===== config.mk =====
export PLATFORM = sky130hd
export DESIGN_NAME = hole_fit_allocator
export DESIGN_NICKNAME = d
export VERILOG_FILES = /design/src/hfa_pkg.sv /design/src/hfa_ram.sv /design/src/hfa_alu.sv /design/src/hole_fit_allocator.sv
export VERILOG_INCLUDE_DIRS = /design/src /design/src/src
export SDC_FILE = /design/constraint.sdc
export NUM_CORES = 1
export LEC_CHECK = 0
export BUFFER_PORTS_ARGS = -buffer_cell sky130_fd_sc_hd__buf_2
export CAP_MARGIN = 20
export CORE_AREA = 2 2 190 266
export DETAILED_ROUTE_END_ITERATION = 8
export DIE_AREA = 0 0 192 268
export PLACE_DENSITY = 0.79
export SYNTH_ARGS = -nofsm -noshare
export SYNTH_HDL_FRONTEND = slang
export SYNTH_SLANG_ARGS = --single-unit

===== constraint.sdc =====
create_clock -name clk -period 7.7 [get_ports clk]
set_input_delay 0 -clock clk [delete_from_list [all_inputs] [get_ports clk]]
set_output_delay 0 -clock clk [all_outputs]
set_load 0.02 [all_outputs]

===== src/hole_fit_allocator_macros.svh =====
// ---------------------------------------------------------------------------
// hole_fit_allocator_macros
// Assertion shorthands shared by the hole fit allocator RTL.
// ---------------------------------------------------------------------------
`ifndef HOLE_FIT_ALLOCATOR_MACROS_SVH
`define HOLE_FIT_ALLOCATOR_MACROS_SVH

// Same-cycle implication, disabled during reset
`define HFA_ASSERT_NOW(label, clk, rst, ante, cons) \
  label: assert property (@(posedge clk) disable iff (rst) (ante) |-> (cons)) \
    else $error("hole_fit_allocator: assertion failed");

// Next-cycle implication, disabled during reset
`define HFA_ASSERT_NEXT(label, clk, rst, ante, cons) \
  label: assert property (@(posedge clk) disable iff (rst) (ante) |=> (cons)) \
    else $error("hole_fit_allocator: assertion failed");

`endif


===== src/hfa_pkg.sv =====
`default_nettype none
// ---------------------------------------------------------------------------
// hfa_pkg
// Types and codes for the hole fit allocator.
// ---------------------------------------------------------------------------
package hfa_pkg;

  // Input command codes
  localparam logic CMD_LOAD  = 1'b0;
  localparam logic CMD_ALLOC = 1'b1;

  // Fit policy codes
  localparam logic [1:0] FIT_FIRST  = 2'd0;
  localparam logic [1:0] FIT_WORST  = 2'd1;
  localparam logic [1:0] FIT_BEST   = 2'd2;
  localparam logic [1:0] FIT_UNUSED = 2'd3;

  // Configuration register indexes
  localparam logic CFG_FIT_POLICY   = 1'b0;
  localparam logic CFG_HOLES_IN_USE = 1'b1;

  // Sequencer states
  typedef enum logic [1:0] {
    ST_IDLE,
    ST_SCAN,
    ST_DRAIN,
    ST_DONE
  } hfa_state_t;

endpackage
`default_nettype wire


===== src/hfa_ram.sv =====
`default_nettype none
// ---------------------------------------------------------------------------
// hfa_ram
// Generic single-write, single-read RAM with registered read data.
// ---------------------------------------------------------------------------
module hfa_ram #(
  parameter int WIDTH = 16,
  parameter int DEPTH = 32
) (
  input  wire logic                                    clk,
  input  wire logic                                    wr_en,
  input  wire logic [(DEPTH > 1 ? $clog2(DEPTH) : 1)-1:0] wr_addr,
  input  wire logic [WIDTH-1:0]                        wr_data,
  input  wire logic                                    rd_en,
  input  wire logic [(DEPTH > 1 ? $clog2(DEPTH) : 1)-1:0] rd_addr,
  output logic      [WIDTH-1:0]                        rd_data
);

  logic [WIDTH-1:0] mem [DEPTH];

  // Write port
  always_ff @(posedge clk) begin
    if (wr_en) begin
      mem[wr_addr] <= wr_data;
    end
  end

  // Registered read port
  always_ff @(posedge clk) begin
    if (rd_en) begin
      rd_data <= mem[rd_addr];
    end
  end

endmodule
`default_nettype wire


===== src/hfa_alu.sv =====
`default_nettype none
// ---------------------------------------------------------------------------
// hfa_alu
// Shared subtract unit: hole minus request, with borrow as the no-fit flag.
// ---------------------------------------------------------------------------
module hfa_alu #(
  parameter int WIDTH = 16
) (
  input  wire logic [WIDTH-1:0] a,
  input  wire logic [WIDTH-1:0] b,
  output logic      [WIDTH-1:0] diff,
  output logic                  borrow
);

  // Extend by one bit so the top bit of the result is the borrow
  assign {borrow, diff} = {1'b0, a} - {1'b0, b};

endmodule
`default_nettype wire


===== src/hole_fit_allocator.sv =====
// ---------------------------------------------------------------------------
// hole_fit_allocator: hole table with first, worst and best fit allocation
// Load words are written from idle back to back. Allocate, N = holes_in_use capped at
// HOLE_COUNT: scans N holes, skipped for N = 0 or the unused policy; no new word is taken
// until the result is out, which may stall. Reset clears state, config and flags only.
// ---------------------------------------------------------------------------
`default_nettype none
`include "hole_fit_allocator_macros.svh"

module hole_fit_allocator #(
  parameter int HOLE_COUNT = 32,
  parameter int SIZE_BITS  = 16
) (
  input  wire logic        clk,
  input  wire logic        rst,
  // configuration
  input  wire logic        cfg_write,
  input  wire logic        cfg_index,
  input  wire logic [5:0]  cfg_data,
  // input words
  input  wire logic        in_valid,
  output logic             in_stall,
  input  wire logic        command,
  input  wire logic [4:0]  hole_index,
  input  wire logic [15:0] size_value,
  // result words
  output logic             out_valid,
  input  wire logic        out_stall,
  output logic             granted,
  output logic [4:0]       chosen_hole,
  output logic [15:0]      space_left
);

  import hfa_pkg::*;

  localparam int IDX_W  = HOLE_COUNT > 1 ? $clog2(HOLE_COUNT) : 1;
  localparam int CNT_W  = $clog2(HOLE_COUNT + 1);
  localparam int HIU_W  = CNT_W > 6 ? CNT_W : 6;
  localparam int LIDX_W = CNT_W > 5 ? CNT_W : 5;

  // Configuration registers
  logic [1:0] fit_policy;
  logic [5:0] holes_in_use;

  // Sequencer
  hfa_state_t state, state_next;

  // Scan datapath
  logic [SIZE_BITS-1:0] req;
  logic [CNT_W-1:0]     cnt;
  logic [1:0]           policy;
  logic [IDX_W-1:0]     scan_addr;
  logic                 cmp_valid;
  logic [IDX_W-1:0]     cmp_idx;
  logic                 found;
  logic [IDX_W-1:0]     best_idx;
  logic [SIZE_BITS-1:0] best_size;
  logic [SIZE_BITS-1:0] best_left;

  // Table and compare unit signals
  logic                 rd_en;
  logic [IDX_W-1:0]     rd_addr;
  logic [SIZE_BITS-1:0] rd_data;
  logic                 wr_en;
  logic [IDX_W-1:0]     wr_addr;
  logic [SIZE_BITS-1:0] wr_data;
  logic [SIZE_BITS-1:0] alu_diff;
  logic                 alu_borrow;

  // Control strobes
  logic                 start_alloc;
  logic                 finish;
  logic                 scan_last;
  logic                 take;
  logic [CNT_W-1:0]     cnt_in;
  logic                 load_in_range;

  hfa_ram #(
    .WIDTH (SIZE_BITS),
    .DEPTH (HOLE_COUNT)
  ) u_table (
    .clk     (clk),
    .wr_en   (wr_en),
    .wr_addr (wr_addr),
    .wr_data (wr_data),
    .rd_en   (rd_en),
    .rd_addr (rd_addr),
    .rd_data (rd_data)
  );

  hfa_alu #(
    .WIDTH (SIZE_BITS)
  ) u_alu (
    .a      (rd_data),
    .b      (req),
    .diff   (alu_diff),
    .borrow (alu_borrow)
  );

  // Saturate the active hole count to the table depth
  always_comb begin
    if (HIU_W'(holes_in_use) > HIU_W'(HOLE_COUNT)) begin
      cnt_in = CNT_W'(HOLE_COUNT);
    end else begin
      cnt_in = CNT_W'(holes_in_use);
    end
  end

  assign load_in_range = LIDX_W'(hole_index) < LIDX_W'(HOLE_COUNT);
  assign scan_last     = CNT_W'(scan_addr) == (cnt - CNT_W'(1));

  // Pick rule: first fitting hole, then larger (worst) or smaller (best)
  always_comb begin
    take = 1'b0;
    if (cmp_valid && !alu_borrow) begin
      if (!found) begin
        take = 1'b1;
      end else if (policy == FIT_WORST && rd_data > best_size) begin
        take = 1'b1;
      end else if (policy == FIT_BEST && rd_data < best_size) begin
        take = 1'b1;
      end
    end
  end

  // Configuration writes
  always_ff @(posedge clk) begin
    if (rst) begin
      fit_policy   <= FIT_FIRST;
      holes_in_use <= '0;
    end else if (cfg_write) begin
      unique case (cfg_index)
        CFG_FIT_POLICY:   fit_policy   <= cfg_data[1:0];
        CFG_HOLES_IN_USE: holes_in_use <= cfg_data;
        default:          ;
      endcase
    end
  end

  // State register
  always_ff @(posedge clk) begin
    if (rst) begin
      state <= ST_IDLE;
    end else begin
      state <= state_next;
    end
  end

  // Next state and sequencer outputs
  always_comb begin
    state_next  = state;
    in_stall    = 1'b1;
    rd_en       = 1'b0;
    rd_addr     = scan_addr;
    wr_en       = 1'b0;
    wr_addr     = best_idx;
    wr_data     = best_left;
    start_alloc = 1'b0;
    finish      = 1'b0;
    unique case (state)
      ST_IDLE: begin
        in_stall = 1'b0;
        if (in_valid) begin
          if (command == CMD_LOAD) begin
            wr_en   = load_in_range;
            wr_addr = IDX_W'(hole_index);
            wr_data = SIZE_BITS'(size_value);
          end else begin
            start_alloc = 1'b1;
            if (cnt_in == '0 || fit_policy == FIT_UNUSED) begin
              state_next = ST_DONE;
            end else begin
              state_next = ST_SCAN;
            end
          end
        end
      end
      ST_SCAN: begin
        rd_en = 1'b1;
        if (scan_last) begin
          state_next = ST_DRAIN;
        end
      end
      ST_DRAIN: begin
        state_next = ST_DONE;
      end
      ST_DONE: begin
        // Hold until the output register is free, then write back
        if (!out_valid || !out_stall) begin
          finish     = 1'b1;
          wr_en      = found;
          state_next = ST_IDLE;
        end
      end
      default: begin
        state_next = ST_IDLE;
      end
    endcase
  end

  // Scan control flags
  always_ff @(posedge clk) begin
    if (rst) begin
      cmp_valid <= 1'b0;
      found     <= 1'b0;
    end else begin
      cmp_valid <= (state == ST_SCAN);
      if (start_alloc) begin
        found <= 1'b0;
      end else if (take) begin
        found <= 1'b1;
      end
    end
  end

  // Scan datapath
  always_ff @(posedge clk) begin
    if (start_alloc) begin
      req       <= SIZE_BITS'(size_value);
      cnt       <= cnt_in;
      policy    <= fit_policy;
      scan_addr <= '0;
      best_idx  <= '0;
      best_size <= '0;
      best_left <= '0;
    end else begin
      if (state == ST_SCAN) begin
        scan_addr <= scan_addr + IDX_W'(1);
      end
      if (take) begin
        best_idx  <= cmp_idx;
        best_size <= rd_data;
        best_left <= alu_diff;
      end
    end
    cmp_idx <= scan_addr;
  end

  // Output word register
  always_ff @(posedge clk) begin
    if (rst) begin
      out_valid <= 1'b0;
    end else if (finish) begin
      out_valid <= 1'b1;
    end else if (!out_stall) begin
      out_valid <= 1'b0;
    end
  end

  always_ff @(posedge clk) begin
    if (finish) begin
      granted     <= found;
      chosen_hole <= found ? 5'(best_idx) : 5'd0;
      space_left  <= found ? 16'(best_left) : 16'd0;
    end
  end

  // Checks
  `HFA_ASSERT_NOW(a_rise_after_done, clk, rst, $rose(out_valid), $past(state) == ST_DONE)
  `HFA_ASSERT_NOW(a_nogrant_zero, clk, rst, out_valid && !granted, ~|{chosen_hole, space_left})
  `HFA_ASSERT_NOW(a_drain_compares, clk, rst, state == ST_DRAIN, cmp_valid)
  `HFA_ASSERT_NOW(a_scan_in_range, clk, rst, state == ST_SCAN, CNT_W'(scan_addr) < cnt)
  `HFA_ASSERT_NEXT(a_result_held, clk, rst, out_valid && out_stall, out_valid && $stable(granted))

endmodule
`default_nettype wire


; ---- Yosys cells after proc, flatten, opt, wreduce, memory -nomap -nowiden
; Memories as Yosys holds them, arrays and structs flattened. A register that Yosys moved wholly into a read port is not among the register bits.
; Cells that the tools add are included.
; Widths: inputs -> output; s select.
[totals]
regBits = 106
latchBits = 0
mem_bits_rw = 512
romBits = 0
inputBits = 34
output_inout_bits = 24
n_memories = 1
[classes]
add_sub_neg = 3
n_mul = 0
div_mod_pow = 0
order_cmp = 3
n_eq_ne = 12
shifts = 0
n_mux = 32
bitwise = 1
reduce_logical = 14
[memory_table]
columns = name, depth, word_bits, rd, rd_clocked_by_memory_dff, wr, line_no
row1 = u_table.mem, 32, 16, 1, 1, 1, hfa_ram.sv:19  ; logic [WIDTH-1:0] mem [DEPTH];
[ops]
columns = cell, count
row1 = $mux 16, 3
row2 = $mux 1, 18
row3 = $sub 16x16->17, 1
row4 = $gt 16x16->1, 1
row5 = $lt 16x16->1, 1
row6 = $mux 5, 3
row7 = $mux 2, 5
row8 = $eq 2x2->1 const B, 4
row9 = $ne 2x2->1 const B, 4
row10 = $pmux 2 s4, 1
row11 = $eq 5x6->1, 1
row12 = $gt 6x6->1 const B, 1
row13 = $logic_not 6->1, 1
row14 = $mux 6, 1
row15 = $sub 6x1->6 const B, 1
row16 = $add 5x1->5 const B, 1
row17 = $eq 2x1->1 const B, 2
row18 = $reduce_and 2->1, 2
row19 = $reduce_and 4->1, 1
row20 = $logic_and 1x1->1, 3
row21 = $logic_not 1->1, 3
row22 = $logic_not 2->1, 1
row23 = $logic_or 1x1->1, 2
row24 = $ne 2x1->1 const B, 1
row25 = other kinds (3), 3

; ---- Depth between registers and ports, before layout
; Gate-level depths: netlist of the first run.
[depth]
word_depth = 8
depth_mapped = 12
ltp_nobuf = 10

; ---- Cells and area by module
; Synthesis of the first run repeated with hierarchy kept, for this count alone.
[unflattened]
cells_unflattened = 1717
hier_area_um2 = 26407.8
[by_module_without_submodules]
columns = mod, instances, cells_per_inst, area_per_inst_um2, seq_area_each_um2
row1 = hfa_ram, 1, 1143, 20696.1, 15855.2
row2 = hole_fit_allocator, 1, 442, 4794.6, 2582.5
row3 = hfa_alu, 1, 132, 917.1, 0.0

; ---- Worst setup path before layout of the first run
; No wires, ideal clock.
[synth_path]
path_kind = register to register
from = reg state[0]
to = mem u_table.mem[0][0], enable pin
t_arrival_ns = 3.678
slack_ns = 3.633
stages_incl_launch_ff = 7
n_path_buf = 0
synth_period_minus_slack_ns = 4.067
path_cell_list = dfxtp_1 > ha_1 > a21boi_0 > a41oi_1 > nor2_1 > nand2_1 > nor2_1
[synth_via]
elab_chain_cells = 4
elab_cells_between_ends = 6
classes_between = eq/ne (1) / mux (4) / reduce/logical (1)
[synth_lines]
columns = element, line_no
row1 = from (decl), hole_fit_allocator.sv:46  ; hfa_state_t state, state_next;
row2 = from (signal assigned), hole_fit_allocator.sv:145  ; state <= state_next;
row3 = $eq 2x2->1 / $logic_not 2->1 (equally long branches), hole_fit_allocator.sv:160  ; unique case (state)
row4 = $pmux 1 s2, hole_fit_allocator.sv:160
row5 = $mux 1, hfa_ram.sv:23  ; if (wr_en) begin
row6 = $mux 1 (implied by the code), hfa_ram.sv:24  ; mem[wr_addr] <= wr_data;
row7 = to (decl), hfa_ram.sv:19
; Several ways; a longest one is shown, not always the timed one.

; ---- Worst setup path in the final report of the first run
[layout_path]
from = reg state[0]
to = mem u_table.mem[22][9], enable pin
; The elaborated chain is that of the path after synthesis.

==> metrics.md, run 1 <==
| Metric | Value |
|---|---|
| Minimum clock period | 3.55 ns |
| Final setup margin | 4.15 ns |
| Mapped Cells | 1402 |
| RSZ-0062 raised after global routing | no |
| Routed via count | about 14k |
| Top cells by count, synth | edfxtp_1 (574), mux4_2 (160), nand2_1 (97), dfxtp_1 (60), nor2_1 (55) |
| Endpoints failing setup | 0 |
| Total grt overflow | 0 |
| Hpwl dp | ~34000 um |
| I/O pin count | 58 |
| Fin util | between 50 and 60% |
| Synth area leader | edfxtp_1 |
| Tightest Pin Transition | 1.10 ns |
| Die area | 0.0515 mm2 |
| First-pass GRT wire length | 87500 um |
| NumNets Final | 1610 |
| Max clock buf depth | 3 |
| Maxcap violations | 0 |
| Final Wtd Congestion | around 0.9 |
| Dominant cells by area after synthesis | edfxtp_1 (67%), mux4_2 (14%), dfxtp_1 (4.7%) |
| Chip width | 192 um |
| Clk Latency, worst-skew pair | 0.59 ns |
| Post-synth ARST share | 0% |
| CP top delay family | simple AND/OR/NAND/NOR gates |
| # clock sinks | 634 |
| Initial core utilization | 52.4% |
| Fill cells | 3350 |
| Seq/Total Area, Yosys | 71.7% |
| Post-Syn Nets | around 1.5k |
| Dpl cell area | 0.0268 mm2 |
| CTS root buf | clkbuf_16 |
| Area grow syn2layout | 13.6% |
| H-tree Lvls | 2 |
| Outcome | finished, final reports clean |
| Post-synth EDFFs | around 570 |
| Setup tns final | 0 ns |
| All-layer global routing usage | between 20% and 30% |
| Cell Chain, Critical Path | inv_1 > ha_1 > nand2_1 > or2_2 > a41oi_1 > nor2_1 > nand2_1 > nor2_1 > buf_4 |
| Fin. Hold Viols | 0 |
| Final Slew Violations | 0 |
| Leakage | 9.59 nW |
| Arr. time, crit path | 3.82 ns |
| Wire length on met2 | 31900 um |
| Place WS | 4.24 ns |
| CTS clock-pin slew for the worst setup and hold paths | 0.07 ns |
| # Post-CTS Setup Buffers | 0 |
| Drc violations | 0 |
| Post-route cell area | 0.0292 mm2 |
| HP Class | in2reg |
| Row count | 96 |
| Post-DRT Antenna Nets | 0 |
| Total stage count of the critical path | 9 |
| Vias in the first global route | 14.4k |
| Syn_area_per_cell | 18.3 um2 |
| CP endpoint kind | flip-flop |
| Yosys reg bits | 634 |
| Top-count cell post-synth | edfxtp_1 |
| Share of cells above drive strength 1 | between 20% and 30% |
| Antenna violations before repair | 1 |
| Worst Setup Start Kind | flip-flop |
| Setup Skew | 0.0172 ns |
| Pin count of the biggest net entering global routing | 97 |
| Hold path cells | 2 |
| Library cells used by synthesis | 64 |
| Critical path type | reg2reg |
| Clock tree from TritonCTS | built |
| CP peak stage delay | 0.71 ns |
| Vias per Instance | 6.21 |
| Prevailing post-synth register cell | edfxtp_1 |
| Die height | approximately 270 um |
| Total clock buffers created by CTS | 53 |
| Synthesized cell area | 0.0257 mm2 |
| Reg2Reg Depth | 9 |
| Worst Path Required | about 8.0 ns |
| WL final | 58900 um |
| Highest net fanout along the worst path | 27 |
| Placeable Area | 0.0490 mm2 |
| Peak VDD IR | 0.243 mV |
| Pwr dens | around 330 mW/mm2 |
| Yosys warnings | 0 |
| Slew headroom | 26.6% |
| Max layer used | met5 |
| Critical Path Slowest Stage Cell | nor2_1 |
| Metal-1 WL | 20200 um |
| Ant. Diodes | 0 |
| Buf+Inv Stages, Crit Path | 2 |
| PortBufs | between 50 and 60 |
| Synth top area share | 67.1% |
| Met3 Wirelength | 3810 um |
| Routed WL per cell | 26.6 um |
| DRT iter0 DRCs | approximately 1.4k |
| Tcrit/Tclk final | a little under half |
| Drt pass-1 iters | 5 |
| Timing-limited maximum frequency | 0.282 GHz |
per-stage QoR:
| step | power (mW) | hold WS [ns] | instances |
|---|---|---|---|
| after floorplan | 6.20 | 0.0716 | 1402 |
| after global placement | 6.75 | 0.196 | 2068 |
| after detailed placement | 6.82 | 0.194 | 2068 |
| after CTS | 9.60 | 0.123 | 2208 |
| after global routing | 10.0 | 0.143 | 2216 |
| final | 9.66 | 0.143 | 2216 |
metal layers:
metal | GRT usage (%) | vias to the layer above
met5 | 0 | -
met2 | 42.4 | 708
met1 | 26.7 | 7001
met3 | 3.25 | 188
met4 | 11.1 | 2
li1 | - | 5857
cell families after synthesis:
logic type                 count (synthesis)  share of synthesized area, %
xor gates and xnor gates                  17                         0.579
buffers and inverters                    114                          2.09
DFF                                      634                          71.7
adders and majority gates                 39                          1.93
muxes                                    181                          14.9
and+or+nand+nor                          272                          5.06
AOI/OAI and AO/OA                        145                          3.68
cells in the final DEF, fill, tap and decap left out, types with 21 or more instances in the layout:
| master | netlist | routed |
|---|---|---|
| buf_2 | 13 | 57 |
| edfxtp_1 | 574 | 574 |
| mux4_2 | 160 | 160 |
| and2_1 | 22 | 22 |
| nand4_1 | 23 | 23 |
| nand2_1 | 97 | 97 |
| nor2_1 | 55 | 53 |
| dlygate4sd3_1 | 0 | 43 |
| a21oi_1 | 48 | 48 |
| nand3_1 | 28 | 28 |
| clkbuf_16 | 0 | 55 |
| o21ai_1 | 21 | 21 |
| dfxtp_1 | 60 | 55 |
| buf_4 | 1 | 41 |
| inv_1 | 42 | 42 |
| ha_1 | 38 | 37 |
worst paths after layout:
check / startpoint / slack [ns] / endpoint
hold / removal: size_value[4] / 0.14 / req[4]
setup / recovery: state[0] / 4.15 / u_table.mem[22][9]
hold reg to reg: rd_addr[2] / 0.42 / cmp_idx[2]
setup reg to reg: state[0] / 4.15 / u_table.mem[22][9]
sequential cells by signal, indices dropped and copies added, names as in the netlist, 2 cells and up:
signal,flops
holes_in_use,6
policy,2
req,16
space_left,16
best_size,16
cmp_idx,5
best_left,16
u_table.mem,512
cnt,6
best_idx,5
rd_addr,5
u_table.rd_data,16
chosen_hole,5
fit_policy,2
state,2
repair_timing:
item / in CTS / in global routing
gates resized for setup: 0 / 0
hold endpoints to repair: 33 / 0
hold buffers: 43 / 0
report_power, final:
part | internal (mW) | switching [mW] | total (mW) | leakage, nW
registers | 4.28 | 0.211 | 4.50 | 5.78
clock network | 1.57 | 1.19 | 2.76 | 0.868
logic | 1.07 | 1.33 | 2.40 | 2.95
total | 6.93 | 2.73 | 9.66 | 9.59
layout make-up:
class | count | area (um2) | share of cell area, %
Sequential cell | 634 | 18400 | 63.2
Multi-Input combinational cell | 654 | 6730 | 23.1
Clock buffer | 72 | 1510 | 5.17
Timing Repair Buffer | 150 | 1260 | 4.33
Tap cell | 637 | 797 | 2.73
Clock inverter | 25 | 279 | 0.956
Inverter | 44 | 165 | 0.566
No activity file was read; power rests on OpenSTA's default activity.
==> run 2, diff against run 1 <==
PLACE_DENSITY = 0.81   (was 0.79)
clock period = 2.8 ns   (was 7.7 ns; I/O delays follow)
==> run 2 against run 1 <==
Clock power grew to 2.7 times the previous value; largest power group unchanged; hold slack lost 0.083 ns; via count grew 2.5%; largest cell class unchanged; critical endpoint is now u_table.mem[3][4]; core utilization grew 1.1 points; critical path depth grew 1; count of clock-buffer cells in the layout grew 3.
==> metrics.md, run 2 (synthesized netlist as in run 1, its figures left out) <==
| Metric | Value |
|---|---|
| Initial core utilization | between 50% and 60% |
| RSZ-0062 raised after global routing | yes |
| Leakage | 9.93 nW |
| Clk Latency, worst-skew pair | 0.59 ns |
| NumNets Final | 1675 |
| Combinational power share | 27.0% |
| Worst Setup Start Kind | flip-flop |
| Tightest Pin Transition | ~0.95 ns |
| Hold-critical path endpoint | best_left[12] |
| Place WS | 0.0829 ns |
| Commonest non-fill, non-tap cell in the layout | edfxtp_1 |
| DRT iter0 DRCs | 1505 |
| # clock sinks | 634 |
| Clock tree from TritonCTS | built |
| Arr. time, crit path | 3.04 ns |
| Reg2Reg Depth | 10 |
| Minimum clock period | between 2 and 3 ns |
| Switching pwr | 7.75 mW |
| Clock share of power | approximately 28% |
| Most frequent cells in the layout | edfxtp_1 (574), mux4_2 (160), nand2_1 (97) |
| Placed insts | 2139 |
| Endpoints failing setup | 0 |
| Fin. Hold Viols | 0 |
| Routed WL per cell | 26.6 um |
| CP endpoint kind | flip-flop |
| Met2 global-route usage | between 40 and 50% |
| CTS clock-pin slew for the worst setup and hold paths | around 0.070 ns |
| Share of cells above drive strength 1 | roughly 28% |
| CTS root buf | clkbuf_16 |
| All-layer global routing usage | 24.2% |
| Pin count of the biggest net entering global routing | 47 |
| Area grow syn2layout | 15.6% |
| Placeable Area | 0.0490 mm2 |
| Total clock buffers created by CTS | between 50 and 60 |
| P_int | 19.0 mW |
| H-tree Lvls | 2 |
| Routed via count | 14.1k |
| Reg2reg end | u_table.mem[3][4] |
| Max clock buf depth | 3 |
| Finished Layout Cells | 2283 |
| Drt pass-1 iters | 6 |
| Row count | 96 |
| Timing-limited maximum frequency | 0.363 GHz |
| WL final | 60700 um |
| Final Wtd Congestion | 0.889 |
| Fin util | 60.6% |
| Hold path cells | 4 |
| Total grt overflow | 0 |
| HP Class | in2reg |
| Final Slew Violations | 0 |
| I/O pin count | 58 |
| Die height | 268 um |
| Met3 Usage GRT | between 3 and 4% |
| Final setup margin | roughly 0.045 ns |
| Highest net fanout along the worst path | 11 |
| Sw frac | between 20% and 30% |
| Setup Skew | 0.0108 ns |
| Outcome | finished, final reports clean |
| FF-to-FF setup slack | 0.04 ns |
| Critical path type | reg2reg |
| Hold path start | command |
| Grt peak-use layer | met2 |
| Post-DRT Antenna Nets | 0 |
| PortBufs | 57 |
| Drc violations | 0 |
| Tcrit/Tclk final | 98.4% |
| Most flop-heavy register | u_table.mem |
| First-pass GRT wire length | 91300 um |
| Pwr dens | between 800 and 900 mW/mm2 |
| Vias per Instance | 6.18 |
| Slew headroom | 35.9% |
| Hpwl dp | 37300 um |
| Critical R2R Launch | state[1] |
| M1 GR Usage | 28.4% |
| Die area | 0.0515 mm2 |
| Largest register FFs | 512 |
| Antenna violations before repair | 1 |
| Chip width | 192 um |
| Ant. Diodes | 0 |
| Part of the power in registers | between 40% and 50% |
| Maxcap violations | 0 |
| Worst Path Required | 3.09 ns |
| Vias in the first global route | 14.8k |
| Peak VDD IR | 0.537 mV |
| Fill cells | 3252 |
## run 2: timing repair
action	CTS	global route
endpoints found under the hold margin	29	0
hold buffers	41	0
resized for setup	0	6
buffers inserted	0	2
endpoints found under the setup margin	0	143
## run 2: through the flow
step / total power [mW] / instance area [um2] / TNS, ns / hold WS [ns]
detailed placement: 19.3 / 27500 / 0 / 0.192
global route: 27.7 / 29700 / -2.10 / 0.0722
global placement: 19.0 / 27500 / 0 / 0.196
CTS: 26.8 / 29700 / 0 / 0.0456
finish: 26.7 / 29700 / 0 / 0.0602
floorplan: 17.0 / 25700 / -50.76 / 0.0716
## run 2: worst max-delay path, cell delays in order (launching register included)
cell	delay [ns]
dfxtp_1	0.34
inv_1	0.10
ha_1	0.18
nand2_1	0.08
or2_2	0.37
or3_1	0.34
o31ai_1	0.25
nand2_1	0.15
buf_4	0.21
nor2_1	0.20
buf_6	0.23
## run 2: worst max path at each step
stage                                to  cells after the start               start  slack, ns
floorplan             u_table.mem[0][0]                      6            state[0]      -0.10
finish                u_table.mem[3][4]                     10            state[1]       0.04
detailed placement         best_left[1]                     12  u_table.rd_data[0]       0.08
global placement           best_left[3]                     10  u_table.rd_data[0]       0.16
CTS                        best_left[8]                     12  u_table.rd_data[0]       0.07
global route        u_table.mem[13][14]                      9            state[1]      -0.07
## run 2: area by class of cell
type | instances | area (um2) | share of cell area [%]
Sequential cell | 634 | 18400 | 62.1
Multi-Input combinational cell | 654 | 6760 | 22.7
Timing Repair Buffer | 213 | 1830 | 6.14
Clock buffer | 75 | 1520 | 5.13
Tap cell | 637 | 797 | 2.68
Clock inverter | 26 | 199 | 0.670
Inverter | 44 | 165 | 0.556
## run 2: power groups by stage
stage / registers [mW] / logic, mW / clock network (mW)
final: 12.1 / 7.23 / 7.37
after global routing: 12.2 / 7.76 / 7.78
after CTS: 12.1 / 7.21 / 7.44
after detailed placement: 12.3 / 7.01 / 0
after global placement: 12.3 / 6.73 / 0
after floorplan: 12.2 / 4.86 / 0
## run 2: per-layer routing
metal	up-vias	part of all wire, %
met5	-	0.021
met4	2	4.2
met3	161	6.5
met2	693	54
met1	7253	35
li1	5995	-
